===== config.mk =====
export PLATFORM = sky130hd
export DESIGN_NAME = deferred_handler_priority_dispatcher_top
export DESIGN_NICKNAME = d
export VERILOG_FILES = /design/src/dhpd_pkg.sv /design/src/dhpd_hmem.sv /design/src/deferred_handler_priority_dispatcher_top.sv
export SDC_FILE = /design/constraint.sdc
export NUM_CORES = 2
export LEC_CHECK = 0
export ABC_AREA = 1
export BUFFER_PORTS_ARGS = -buffer_cell sky130_fd_sc_hd__buf_2
export CAP_MARGIN = 20
export CORE_UTILIZATION = 45
export CTS_CLUSTER_SIZE = 8
export DETAILED_ROUTE_END_ITERATION = 16
export PLACE_DENSITY = 0.64
export REMOVE_ABC_BUFFERS = 1
export SLEW_MARGIN = 20
export SYNTH_ARGS = -nofsm -noshare
export SYNTH_HDL_FRONTEND = slang
export SYNTH_SLANG_ARGS = --single-unit

===== constraint.sdc =====
create_clock -name clock -period 17.5 [get_ports clock]
set_input_delay 1.75 -clock clock [delete_from_list [all_inputs] [get_ports clock]]
set_output_delay 1.75 -clock clock [all_outputs]
set_load 0.05 [all_outputs]

===== src/dhpd_pkg.sv =====
// Package with the command and status codes of the handler dispatcher.
`timescale 1ns / 1ps
`default_nettype none
package dhpd_pkg;
   localparam logic CMD_ACTIVATE = 1'b0;
   localparam logic CMD_DISPATCH = 1'b1;
   localparam logic [1:0] ST_ACTIVATED = 2'd0;
   localparam logic [1:0] ST_DISPATCHED = 2'd1;
   localparam logic [1:0] ST_EMPTY = 2'd2;
   localparam logic [1:0] ST_BAD_PRIO = 2'd3;
   localparam int PRIO_BITS = 6;
   localparam int HID_BITS = 6;
   localparam int STATUS_BITS = 2;
   localparam int RUN_PRIO_BITS = 5;
   localparam int RSP_COUNT_BITS = 16;
   localparam int MAX_LEVELS = 32;
endpackage
`default_nettype wire


===== src/dhpd_hmem.sv =====
// Handler memory: pending count, queued flag and next link of each handler.
`timescale 1ns / 1ps
`default_nettype none
module dhpd_hmem #(
   parameter int HANDLERS = 64,
   parameter int COUNT_BITS = 16
) (
   input  wire                          clock,
   input  wire                          wr_en,
   input  wire  [$clog2(HANDLERS)-1:0]  wr_addr,
   input  wire  [COUNT_BITS+$clog2(HANDLERS):0] wr_data,
   input  wire  [$clog2(HANDLERS)-1:0]  rd_addr,
   output logic [COUNT_BITS+$clog2(HANDLERS):0] rd_data
);
   localparam int W = COUNT_BITS + $clog2(HANDLERS) + 1;
   logic [W-1:0] mem [HANDLERS];

   // One write port and one registered read port.
   always_ff @(posedge clock) begin
      if (wr_en) begin
         mem[wr_addr] <= wr_data;
      end
      rd_data <= mem[rd_addr];
   end
endmodule
`default_nettype wire


===== src/deferred_handler_priority_dispatcher_top.sv =====
// Top level of the deferred handler priority dispatcher.
// A result is registered in the LINK state and shows on rsp_valid after READ and LINK.
// A new item is not taken until the last is done; busy stays high while an item is
// read, modified and written back through the handler memory.
// Reset clears the level bitmap and sweeps the handler memory, one entry a
// cycle, during which busy stays high.
`timescale 1ns / 1ps
`default_nettype none
module deferred_handler_priority_dispatcher_top #(
   parameter int LEVELS = 32,
   parameter int HANDLERS = 64,
   parameter int COUNT_BITS = 16
) (
   input  wire                               clock,
   input  wire                               reset,
   input  wire                               start,
   output logic                              busy,
   input  wire                               req_cmd,
   input  wire  [dhpd_pkg::HID_BITS-1:0]     req_handler_id,
   input  wire  [dhpd_pkg::PRIO_BITS-1:0]    req_priority_req,
   output logic                              rsp_valid,
   output logic [dhpd_pkg::STATUS_BITS-1:0]  rsp_status,
   output logic [dhpd_pkg::HID_BITS-1:0]     rsp_run_handler,
   output logic [dhpd_pkg::RUN_PRIO_BITS-1:0] rsp_run_priority,
   output logic [dhpd_pkg::RSP_COUNT_BITS-1:0] rsp_remaining_count
);
   import dhpd_pkg::*;
   localparam int HB = $clog2(HANDLERS);
   localparam int LB = (LEVELS > 1) ? $clog2(LEVELS) : 1;
   localparam int W = COUNT_BITS + HB + 1;
   localparam logic [COUNT_BITS-1:0] CNT_MAX = {COUNT_BITS{1'b1}};
   localparam logic [2:0] S_CLEAR = 3'd0, S_IDLE = 3'd1, S_READ = 3'd2,
                          S_LINK = 3'd3, S_EXEC = 3'd4;

   logic [2:0] state_ff, state_in;
   logic [HB:0] clr_ff, clr_in;
   logic [LEVELS-1:0] pend_ff, pend_in;
   logic [HB-1:0] head_ff [LEVELS];
   logic [HB-1:0] tail_ff [LEVELS];
   logic cmd_ff;
   logic [HB-1:0] h_ff;
   logic [PRIO_BITS-1:0] prio_ff;
   logic [LB-1:0] lvl_ff;
   logic found_ff;
   logic [HB-1:0] sel_ff;
   logic q_ff;
   logic we;
   logic [HB-1:0] wa, ra;
   logic [W-1:0] wd, rd;
   logic [LB-1:0] lvl_enc;
   logic found_enc;
   logic [COUNT_BITS-1:0] cnt, cnt_new;
   logic q;
   logic [HB-1:0] nxt;

   dhpd_hmem #(.HANDLERS(HANDLERS), .COUNT_BITS(COUNT_BITS)) u_hmem (
      .clock(clock), .wr_en(we), .wr_addr(wa), .wr_data(wd),
      .rd_addr(ra), .rd_data(rd)
   );

   // Lowest set level bit.
   always_comb begin
      lvl_enc = '0;
      found_enc = 1'b0;
      for (int i = LEVELS - 1; i >= 0; i--) begin
         if (pend_ff[i]) begin
            lvl_enc = LB'(i);
            found_enc = 1'b1;
         end
      end
   end

   assign cnt = rd[COUNT_BITS-1:0];
   assign q = rd[COUNT_BITS];
   assign nxt = rd[W-1:COUNT_BITS+1];
   assign busy = (state_ff != S_IDLE);

   // Sequencer, memory access and result.
   always_comb begin
      state_in = state_ff;
      clr_in = clr_ff;
      pend_in = pend_ff;
      we = 1'b0;
      wa = '0;
      wd = '0;
      ra = (cmd_ff == CMD_DISPATCH) ? sel_ff : h_ff;
      cnt_new = cnt;
      case (state_ff)
         S_CLEAR: begin
            we = 1'b1;
            wa = clr_ff[HB-1:0];
            clr_in = clr_ff + 1'b1;
            if (clr_ff == (HB+1)'(HANDLERS - 1)) state_in = S_IDLE;
         end
         S_IDLE: if (start) state_in = S_READ;
         S_READ: state_in = S_LINK;
         S_LINK: begin
            // Appending to a non-empty level rewrites the tail's link, read here.
            ra = tail_ff[prio_ff[LB-1:0]];
            state_in = S_EXEC;
            if (cmd_ff == CMD_ACTIVATE && prio_ff < PRIO_BITS'(LEVELS)) begin
               we = 1'b1;
               wa = h_ff;
               cnt_new = (cnt < CNT_MAX) ? cnt + 1'b1 : cnt;
               wd = {nxt, 1'b1, cnt_new};
            end else if (cmd_ff == CMD_DISPATCH && found_ff) begin
               we = 1'b1;
               wa = sel_ff;
               cnt_new = (cnt > 0) ? cnt - 1'b1 : cnt;
               wd = {nxt, (cnt_new != 0), cnt_new};
               if (cnt_new == 0 && tail_ff[lvl_ff] == sel_ff) pend_in[lvl_ff] = 1'b0;
            end
         end
         S_EXEC: begin
            state_in = S_IDLE;
            if (cmd_ff == CMD_ACTIVATE && prio_ff < PRIO_BITS'(LEVELS) && !q_ff
                && pend_ff[prio_ff[LB-1:0]] && tail_ff[prio_ff[LB-1:0]] != h_ff) begin
               we = 1'b1;
               wa = tail_ff[prio_ff[LB-1:0]];
               wd = {h_ff, rd[COUNT_BITS:0]};
            end
            if (cmd_ff == CMD_ACTIVATE && prio_ff < PRIO_BITS'(LEVELS) && !q_ff)
               pend_in[prio_ff[LB-1:0]] = 1'b1;
         end
         default: state_in = S_CLEAR;
      endcase
   end

   always_ff @(posedge clock) begin
      if (reset) begin
         state_ff <= S_CLEAR;
         clr_ff <= '0;
         pend_ff <= '0;
         rsp_valid <= 1'b0;
      end else begin
         state_ff <= state_in;
         clr_ff <= clr_in;
         pend_ff <= pend_in;
         rsp_valid <= 1'b0;
         if (state_ff == S_IDLE && start) begin
            cmd_ff <= req_cmd;
            h_ff <= HB'(req_handler_id % HANDLERS);
            prio_ff <= req_priority_req;
            lvl_ff <= lvl_enc;
            found_ff <= found_enc;
            sel_ff <= head_ff[lvl_enc];
         end
         if (state_ff == S_LINK) begin
            q_ff <= q;
            rsp_valid <= 1'b1;
            rsp_run_handler <= '0;
            rsp_run_priority <= '0;
            rsp_remaining_count <= RSP_COUNT_BITS'(cnt_new);
            if (cmd_ff == CMD_ACTIVATE) begin
               if (prio_ff < PRIO_BITS'(LEVELS)) begin
                  rsp_status <= ST_ACTIVATED;
               end else begin
                  rsp_status <= ST_BAD_PRIO;
               end
            end else if (!found_ff) begin
               rsp_status <= ST_EMPTY;
               rsp_remaining_count <= '0;
            end else begin
               rsp_status <= ST_DISPATCHED;
               rsp_run_handler <= HID_BITS'(sel_ff);
               rsp_run_priority <= RUN_PRIO_BITS'(lvl_ff);
               if (cnt_new == 0 && tail_ff[lvl_ff] != sel_ff) head_ff[lvl_ff] <= nxt;
            end
         end
         if (state_ff == S_EXEC && cmd_ff == CMD_ACTIVATE && prio_ff < PRIO_BITS'(LEVELS)
             && !q_ff) begin
            tail_ff[prio_ff[LB-1:0]] <= h_ff;
            if (!pend_ff[prio_ff[LB-1:0]]) head_ff[prio_ff[LB-1:0]] <= h_ff;
         end
      end
   end
endmodule
`default_nettype wire

== Word level (Yosys, flattened, before mapping) ==
Memory sizes are Yosys's and may differ from the RTL's. A register that Yosys moved wholly into a read port is not among the register bits.
Index checks and enable logic that the tools add are counted.

* Bits in registers: 92
* RAM bits: 1856
* Bits of input ports: 16
* Logic and storage cells: 165
* Memories kept: 3

{| class="wikitable"
|+ Memory list
! memory !! depth !! bits a word !! read ports !! clocked after Yosys merged registers in !! wr ports !! line !! source
|-
| u_hmem.mem || 64 || 23 || 1 || 1 || 1 || dhpd_hmem.sv:16 || <nowiki>logic [W-1:0] mem [HANDLERS];</nowiki>
|-
| head_ff || 32 || 6 || 1 || 1 || 1 || deferred_handler_priority_dispatcher_top.sv:38 || <nowiki>logic [HB-1:0] head_ff [LEVELS];</nowiki>
|-
| tail_ff || 32 || 6 || 2 || 2 || 1 || deferred_handler_priority_dispatcher_top.sv:39 || <nowiki>logic [HB-1:0] tail_ff [LEVELS];</nowiki>
|}

* Add/sub/neg operators: 3
* Magnitude comparators: 7
* Equal/unequal tests: 15
* Mux-type cells: 92
* Bitwise operators: 5
* Reductions and logical operators: 26

{| class="wikitable"
|+ Operator list
! operator !! number
|-
| $mux 5 || 35
|-
| $mux 32 || 4
|-
| $mux 16 || 7
|-
| $mux 23 || 3
|-
| $pmux 32 s2 || 1
|-
| $pmux 23 s2 || 1
|-
| $mux 6 || 6
|-
| $and 32x32->32 || 1
|-
| $logic_not 16->1 || 2
|-
| $not 32->32 || 1
|-
| $or 32x32->32 || 1
|-
| $reduce_or 31->1 || 1
|-
| $mux 1 || 24
|-
| $pmux 6 s3 || 1
|-
| $add 16x1->16 const B || 1
|-
| $gt 16x1->1 const B || 1
|-
| $lt 16x16->1 const B || 1
|-
| $reduce_bool 16->1 || 1
|-
| $sub 16x1->16 const B || 1
|-
| $pmux 3 s5 || 1
|-
| $logic_and 1x1->1 || 13
|-
| $lt 5x6->1 const B || 2
|-
| $ne 2x2->1 const B || 6
|-
| $ne 6x6->1 || 2
|-
| 21 further kinds || 31
|}

== Logic depth before layout (Yosys ltp) ==
* Word-level depth: 33
* Gate-level depth with buffers: 41
* Depth with buffers taken out: 39

== Cells and area by module ==
Synthesis repeated with hierarchy kept, for this count alone.

* Cell total of the unflattened synthesis: 7693
* Area, all modules: 84930.2 um^2

{| class="wikitable"
|+ By module, submodules not included
! module !! instances !! cells an instance !! area an instance (um^2) !! seq. area each (um^2)
|-
| dhpd_hmem || 1 || 5014 || 59935.0 || 44662.8
|-
| deferred_handler_priority_dispatcher_top || 1 || 2679 || 24995.2 || 14243.7
|}

== Least setup slack after synthesis ==
No wires, ideal clock.

* Path kind: register to register
* Start: reg (tool-made name)
* End: mem u_hmem.mem[0][14] (netlist bit) (data pin)
* Library setup time: 0.702 ns
* Arrival: 4.958 ns
* Required time: 16.798 ns
* Setup slack: 11.840 ns
* Cell stages (with the launch flop): 19
* Path buffers: 5
* Clock period less this slack: 5.660 ns
* Cell sequence: dfxtp_1 -> buf_2 -> inv_2 -> buf_4 -> buf_4 -> clkbuf_1 -> nor2_1 -> o22ai_1 -> o21ai_0 -> o211ai_1 -> nand2_1 -> o22ai_1 -> nor2_1 -> nand2_1 -> nand3_1 -> nor2_2 -> inv_1 -> clkbuf_1 -> o21ai_0

{| class="wikitable"
|+ RTL lines
! element !! line
|-
| to (decl) || dhpd_hmem.sv:16
|}

==> run_results.csv <==
group,metric,value,unit
cts,cts-root-buf,"clkbuf_16",
sta,max_freq,143,MHz
synthesis,yosysSeqAreaShare,71.3,%
final_layout,seqCellArea,58900,um^2
hold_path,hold_class,"reg2reg",
synthesis,yosysTopAreaCell,"edfxtp_1",
placement,hpwl,133000,um
synthesis,synth-edff-count,1911,
route,viasPerCell,6.24,
route,initialDrtViolationCount,9151,
cts,h-tree-depth,5,
global_routing,track_usage,26.1,%
global_routing,antenna_found_initial,4,
floorplanning,io_pins,47,
cts,ctsResizeCount,0,
floorplanning,std_cell_rows,156,
cts,clkTransAtPathRegs,50,ps
cts,cts_buffers,298,
final_layout,multiInputGateArea,21100,um^2
sta,fin_crit,6990,ps
route,vias,58400,
setup_path,cp_max_fo,92,
sta,timing.slew.headroom,14.2,%
synthesis,ys_types,60,
power,leakage,28.6,nW
global_routing,grt_pass1_wl,362000,um
setup_path,endpoint,"u_hmem.rd_data[9]",
setup_path,critPathMaxStageDelay,890,ps
setup_path,cp-end-kind,"register",
sta,setup_viol,0,
synthesis,synthTopCellsByArea,"edfxtp_1 (69%), o21ai_0 (6.2%), nor2_1 (5.1%)",
cts,ctsHoldBuffers,0,
sta,fin_crit_sh,39.9,%
setup_path,worstSetupStartpointType,"register",
sta,rsz0062_at_grt,"false",
route,wirelength,247000,um
synthesis,synthArstFlopShare,0,%
floorplanning,start_util,45.5,%
floorplanning,fp.coreArea,182000,um^2
cts,clock_sinks,1987,
global_routing,grt_pass1_vias,54700,
job,max_cap_viol_count,0,
route,drt_pass1_iterations,6,
cts,clk_latency,950,ps
global_routing,grt_max_degree,218,
floorplanning,die_w,431,um
synthesis,yosys_warnings,0,
final_layout,area_growth_syn_to_layout,13.7,%
floorplanning,die_h,431,um
setup_path,worstPathCellList,"buf_4 -> inv_2 -> buf_4 -> o21ai_0 -> o221ai_1 -> nand3_1 -> nand3_1 -> nand2_1 -> o21ai_4 -> buf_4 -> buf_4 -> buf_4 -> o21ai_0 -> o221ai_1 -> o211ai_1 -> nand3_1 -> nand3_1 -> nand2_1",
sta,fin_hold_ws,485,ps
run_status,status,"finished clean",
synthesis,yosysMostFrequentCell,"edfxtp_1",
synthesis,synth_seq_cells,1987,
setup_path,worstPathArrival,7850,ps
placement,routabilityCongestion,0.900,
setup_path,critPathRequiredTime,18360,ps
setup_path,r2r_setup_slack,10510,ps
final_layout,post-route-util,51.7,%
sta,worstMarginPinSlew,1290,ps
setup_path,critPathKind,"reg2reg",
synthesis,synth_cells,6823,
route,drcViolationCount,0,
synthesis,synth_top_area_share,69.4,%
setup_path,cp_slowest_cell,"buf_4",
global_routing,grt.overflow.total,0,
sta,drv_slew,0,
final_layout,drive_gt1_share,9.82,%
synthesis,syn_area_per_cell,12.1,um^2
setup_path,worstReg2RegEnd,"u_hmem.rd_data[9]",
route,ant_nets,0,
final_layout,fillers,15100,
power,powerDensity,116,nW/um^2
setup_path,reg2reg_depth,18,
sta,hold_viol,0,
cts,cts_tree,"done",
route,routedWlPerCell,26.5,um
setup_path,cpMostUsedCell,"buf_4",
synthesis,synth-main-ff-cell,"edfxtp_1",
final_layout,nets,6878,
floorplanning,die_area,185000,um^2
power,ir_drop,0.000119,V
sta,fin_skew,74.1,ps
placement,numPortBuffers,46,
synthesis,ys_top_cells_by_count,"edfxtp_1 (1911), nor2_1 (1119), o21ai_0 (1018)",
cts,cts_buffer_depth,4,
cts,cts_setup_buffers,0,
synthesis,synth_area,82600,um^2
[worst max-delay path, delay by kind of cell (launching register included)]
family | cells | cell delay [ps]
flip-flops | 1 | 300
AND/OR/NAND/NOR | 6 | 1410
AO/OA/AOI/OAI | 6 | 1280
buffers and inverters | 6 | 3700
[metal layers]
| metal | vias to the layer above | global-route usage (%) | wire, um |
|---|---|---|---|
| li1 | 25400 | - | - |
| met1 | 29000 | 37.8 | 102000 |
| met2 | 3473 | 38.3 | 109000 |
| met3 | 508 | 6.22 | 29100 |
| met4 | 4 | 9.16 | 7840 |
| met5 | - | 0 | 31 |
[cells in the final DEF, fill, tap and decap left out, drive strengths merged, types with 2 or more instances in the layout]
cell	synthesis	final
o32ai	2	2
a31oi	21	21
a32oi	3	3
ha	3	3
nand4	12	12
nor4	10	10
nand2	407	407
nand3	460	460
xor2	25	25
nand3b	60	60
nor3	84	84
buf	103	216
o211ai	198	198
o22ai	220	220
dfxtp	76	76
clkinv	8	11
a32o	4	4
a221oi	2	2
o21a	3	3
inv	310	314
o31ai	3	3
o21ai	1035	1035
a22oi	7	7
nor2	1120	1120
and2	2	2
edfxtp	1911	1911
clkbuf	377	411
o221ai	256	256
o311ai	2	2
a21oi	87	87
[final cells by class]
class,instances,area share [%]
flip-flops and latches,1987,62.7
multi-input cells,4038,22.5
clock buffers,411,8.55
well taps,2370,3.16
repair buffers,216,1.69
inverters,318,1.30
clock inverters,7,0.0759
diodes,1,0.00266
[sequential cells by signal, summed over array words and instances (netlist names), 7 cells and up, named ones only]
signal and flops:
tail_ff 192, head_ff 192, clr_ff 7, rsp_remaining_count 16, u_hmem.rd_data 23, u_hmem.mem 1472, pend_ff 32
[per-stage QoR]
stage	setup WS (ps)	instance area (um^2)	TNS [ps]	power [mW]	cells
after global placement	10830	85800	0	5.91	8928
after detailed placement	10770	85800	0	5.92	8928
after global routing	10320	93900	0	11.2	9347
after CTS	10790	93900	0	11.0	9346
after floorplan	-30730	80700	-706770	5.68	6343
final	10510	93900	0	10.9	9348
[where the power goes]
group / leakage, nW / total [mW] / switching [mW] / internal (mW)
Combinational: 8.86 / 0.532 / 0.415 / 0.116
Clock: 3.92 / 5.08 / 1.95 / 3.13
Sequential: 15.8 / 5.32 / 0.0436 / 5.27
Total: 28.6 / 10.9 / 2.41 / 8.52
[worst min-delay path by stage]
stage	slack, ps	depth (start not counted)	endpoint	startpoint
floorplan	410	0	q_ff	u_hmem.rd_data[16]
global placement	460	2	clr_ff[6]	clr_ff[6]
detailed placement	470	2	clr_ff[6]	clr_ff[6]
CTS	480	2	clr_ff[6]	clr_ff[6]
global route	510	2	clr_ff[6]	clr_ff[6]
finish	490	2	clr_ff[6]	clr_ff[6]
[cells by family after synthesis]
group | after synthesis | synth area share, %
flops | 1987 | 71.3
fa+ha+maj | 3 | 0.0454
simple gates | 2160 | 11.1
xor+xnor | 25 | 0.265
mux | 1 | 0.0136
compound gates | 1849 | 13.5
buf+inv | 798 | 3.79
Power figures use the tool's default switching activity.
